--- src/design/twtm_ram.sv ---
// Generic single-write, single-read RAM with registered read data.
`timescale 1ns / 1ps
`default_nettype none
module twtm_ram #(
  parameter int WIDTH = 8,
  parameter int DEPTH = 256
) (
  input  wire logic                     clk,
  input  wire logic                     we,
  input  wire logic [$clog2(DEPTH)-1:0] waddr,
  input  wire logic [WIDTH-1:0]         wdata,
  input  wire logic [$clog2(DEPTH)-1:0] raddr,
  output logic      [WIDTH-1:0]         rdata
);

  logic [WIDTH-1:0] mem [DEPTH];
  logic [WIDTH-1:0] rdata_r;

  // Write port and registered read port
  always_ff @(posedge clk) begin
    if (we) begin
      mem[waddr] <= wdata;
    end
    rdata_r <= mem[raddr];
  end

  assign rdata = rdata_r;

endmodule
`default_nettype wire
--- config.mk ---
export PLATFORM = sky130hd
export DESIGN_NAME = twtm_ram
export DESIGN_NICKNAME = d
export VERILOG_FILES = /design/src/design/twtm_ram.sv
export SDC_FILE = /design/constraint.sdc
export NUM_CORES = 2
export LEC_CHECK = 0
export BUFFER_PORTS_ARGS = -buffer_cell sky130_fd_sc_hd__buf_2
export CORE_MARGIN = 2
export CORE_UTILIZATION = 40
export DETAILED_ROUTE_END_ITERATION = 16
export HOLD_SLACK_MARGIN = 0.1
export SKIP_CTS_REPAIR_TIMING = 1
export SLEW_MARGIN = 20
export SYNTH_ARGS = -nofsm -noshare
export SYNTH_HDL_FRONTEND = slang
export SYNTH_SLANG_ARGS = --single-unit
--- constraint.sdc ---
create_clock -name clk -period 2.1 [get_ports clk]
set_input_delay 0 -clock clk [delete_from_list [all_inputs] [get_ports clk]]
set_output_delay 0 -clock clk [all_outputs]
set_load 0.005 [all_outputs]
==> results.py <==
metrics = {
    "run_status": {
        "status": "finished with violations",
        "violations": "setup timing",
    },
    "synthesis": {
        "seq_area_frac_synth": 0.7750,
        "yosys.area.top_type": "edfxtp_1",
        "synth-edff-count": 2048,
        "syn_nets": 3759,
        "synth.avg_cell_area_sq_um": 21.31,
        "yosys-top-cells-count": "edfxtp_1, mux4_2, nor2_1",
        "synth_top_cells_by_area": "edfxtp_1, mux4_2, mux2i_1",
        "yosysUniqueCellTypes": 55,
        "synth_flop_cell": "edfxtp_1",
        "yosysWarningCount": 0,
        "async_flop_share": 0,
        "ys_ff_latch": 2056,
        "yosysTopAreaCellShare": 0.7730,
        "synthCells": 3733,
        "synth_most_common_cell": "edfxtp_1",
        "syn_area_sq_um": 79560,
    },
    "sta": {
        "setup_viol": 7,
        "rsz0062_at_grt": "true",
        "post-route-period-util": 1.075,
        "worst_clock_skew_ns": 0.03903,
        "slew_headroom": 0.4348,
        "worst_slack_ns": -0.1583,
        "worst_slew_pin_slew_ns": 0.8360,
        "setup_tns_ns": -0.4542,
        "slew_viol_final": 0,
        "hold_viol": 0,
        "max_freq_ghz": 0.4428,
        "min_period_ns": 2.258,
    },
    "critical_path": {
        "cpMaxStageDelayCell": "mux4_2",
        "worstPathArrival_ns": 2.97,
        "cp-end-kind": "register",
        "cp_max_fo": 1,
        "cp_cell_sequence": "mux4_2 > nand2b_1 > a311oi_2 > o221ai_2 > a211oi_4 > buf_4 > nor4_2",
        "crit_required_ns": 2.81,
        "cp_num_buf_inv": 1,
        "critPathKind": "reg2reg",
        "max_stage_delay_ns": 0.46,
        "crit_family": "compound AO/OA/AOI/OAI gates",
        "cp-start-kind": "register",
    },
    "floorplan": {
        "start_util": 0.4030,
        "die_height_um": 450.0,
        "fp.dieArea_sq_um": 202500,
        "ioPinCount": 34,
        "rows": 163,
        "die_x_um": 450.0,
        "coreArea_sq_um": 197400,
    },
    "grt": {
        "track_usage": 0.2002,
        "grt_max_degree": 96,
        "grt_pass1_wl_um": 294400,
        "antenna_found_initial": 9,
        "gr-total-overflow": 0,
        "grt_pass1_vias": 40820,
    },
    "final_layout": {
        "final_cell_area_sq_um": 94770,
        "final_cells": 7262,
        "drive_gt1_frac": 0.3330,
        "multiInputGateArea_sq_um": 17010,
        "syn_to_final_growth_pct": 19.12,
        "regArea_sq_um": 61660,
        "nets": 4479,
        "fill_cells": 16300,
    },
    "clocking": {
        "cts_tree": "done",
        "cts_buffers": 204,
        "cts_root_buffer": "clkbuf_16",
        "cts_sinks": 2056,
        "clock_path_buffers": 3,
        "insertion_delay_ns": 0.84,
        "h-tree-depth": 4,
        "clkTransAtPathRegs_ns": 0.06,
    },
    "power": {
        "pwr-share-comb": 0.058,
        "pwr-share-clk": 0.405,
        "seqPwrFrac": 0.537,
        "internal_power_uw": 66160,
        "p_per_area_nw_per_um2": 890.6,
        "power_leakage_uw": 0.03048,
        "ir_drop_mv": 0.8964,
        "switching_power_uw": 18250,
        "power_uw": 84400,
        "sw_frac_of_total": 0.2162,
    },
    "place": {
        "gp_congestion": 0.8836,
        "hpwlAfterDp_um": 135200,
        "dpl-instance-area_sq_um": 87820,
        "pre_cts_ws_ns": -1.189,
        "io_buffers": 33,
        "dp_cells": 6866,
    },
    "detailed_routing": {
        "first_iter_violations": 4546,
        "avgViaCountPerCell": 5.638,
        "drt_wl_total_um": 205100,
        "vias": 40940,
        "dr.pass1.iters": 6,
        "antenna_left": 0,
        "drc": 0,
        "wl_per_cell_um": 28.24,
    },
    "worst_hold_path": {
        "min_path_type": "in2reg",
    },
    "run": {
        "cap_violations": 0,
    },
}
==> tightest hold or removal path, stage by stage <==
cell	delay (ns)
buf_2	0.14
nor2_1	0.12
buf_4	0.16
nand2_1	0.16
nor2_1	0.11
==> area by class of cell <==
class / instances / share of cell area
multi-input cells: 1442 / 0.1795
clock inverters: 109 / 0.008304
clock buffers: 259 / 0.05692
inverters: 2 / 0.00007922
repair buffers: 747 / 0.06954
diodes: 7 / 0.0001848
flip-flops and latches: 2056 / 0.6506
well taps: 2640 / 0.03485
==> registers in the layout, summed over array words and instances (netlist names) <==
signal  count
mem      2048
rdata       8
==> power groups by stage <==
stage,clock network [uW],registers (uW),logic [uW]
detailed placement,0,46200,4710
global route,36300,45300,5140
global placement,0,46200,4660
CTS,34800,45300,4720
floorplan,0,46100,2200
finish,34200,45300,4890
==> worst paths after layout <==
check                       startpoint               endpoint  slack (ns)  depth (start not counted)
setup / recovery  mem[43][5]$_DFFE_PP_       rdata[5]$_DFF_P_       -0.16                          7
hold / removal                waddr[2]  mem[162][7]$_DFFE_PP_        0.07                          5
setup reg to reg  mem[43][5]$_DFFE_PP_       rdata[5]$_DFF_P_       -0.16                          7
hold reg to reg   mem[21][6]$_DFFE_PP_       rdata[6]$_DFF_P_        1.11                          7
==> cells in the final DEF, fill, tap and decap left out, types with 11 or more instances in the layout <==
cell / count
buf_2: 21
a22oi_2: 11
nor2_1: 276
nor4_1: 11
nor3_1: 12
a211oi_1: 13
nor4_2: 13
a22oi_1: 122
clkbuf_1: 49
o22ai_1: 26
nand3_1: 32
clkbuf_16: 206
dlygate4sd3_1: 22
clkinv_2: 34
a21oi_1: 87
buf_12: 72
edfxtp_1: 2048
nand2_1: 33
o221ai_1: 44
buf_4: 621
mux4_2: 455
mux2i_1: 133
nor2b_1: 24
clkinv_1: 55
==> routing by layer <==
| metal | up-vias | track usage | routed length, um |
|---|---|---|---|
| li1 | 17160 | - | - |
| met1 | 21890 | 0.2874 | 85940 |
| met2 | 1616 | 0.3153 | 98650 |
| met3 | 281 | 0.03688 | 15770 |
| met4 | 0 | 0.05406 | 4734 |
| met5 | - | 0 | 0 |
==> stage by stage <==
step	utilization	hold slack, ns
2_1_floorplan	-	0.09887
3_3_place_gp	0.4448	0.4206
3_5_place_dp	0.4448	0.4267
4_1_cts	0.4762	-0.4644
5_1_grt	0.4800	0.1087
6_report	0.4800	0.07168
==> cells by family after synthesis <==
| family | after synthesis | synth area share |
|---|---|---|
| flip-flops | 2056 | 0.7750 |
| multiplexers | 591 | 0.1462 |
| AND/OR/NAND/NOR | 466 | 0.02628 |
| AO/OA/AOI/OAI | 385 | 0.03419 |
| buffers and inverters | 235 | 0.01831 |
(Power assumes the default switching activity.)
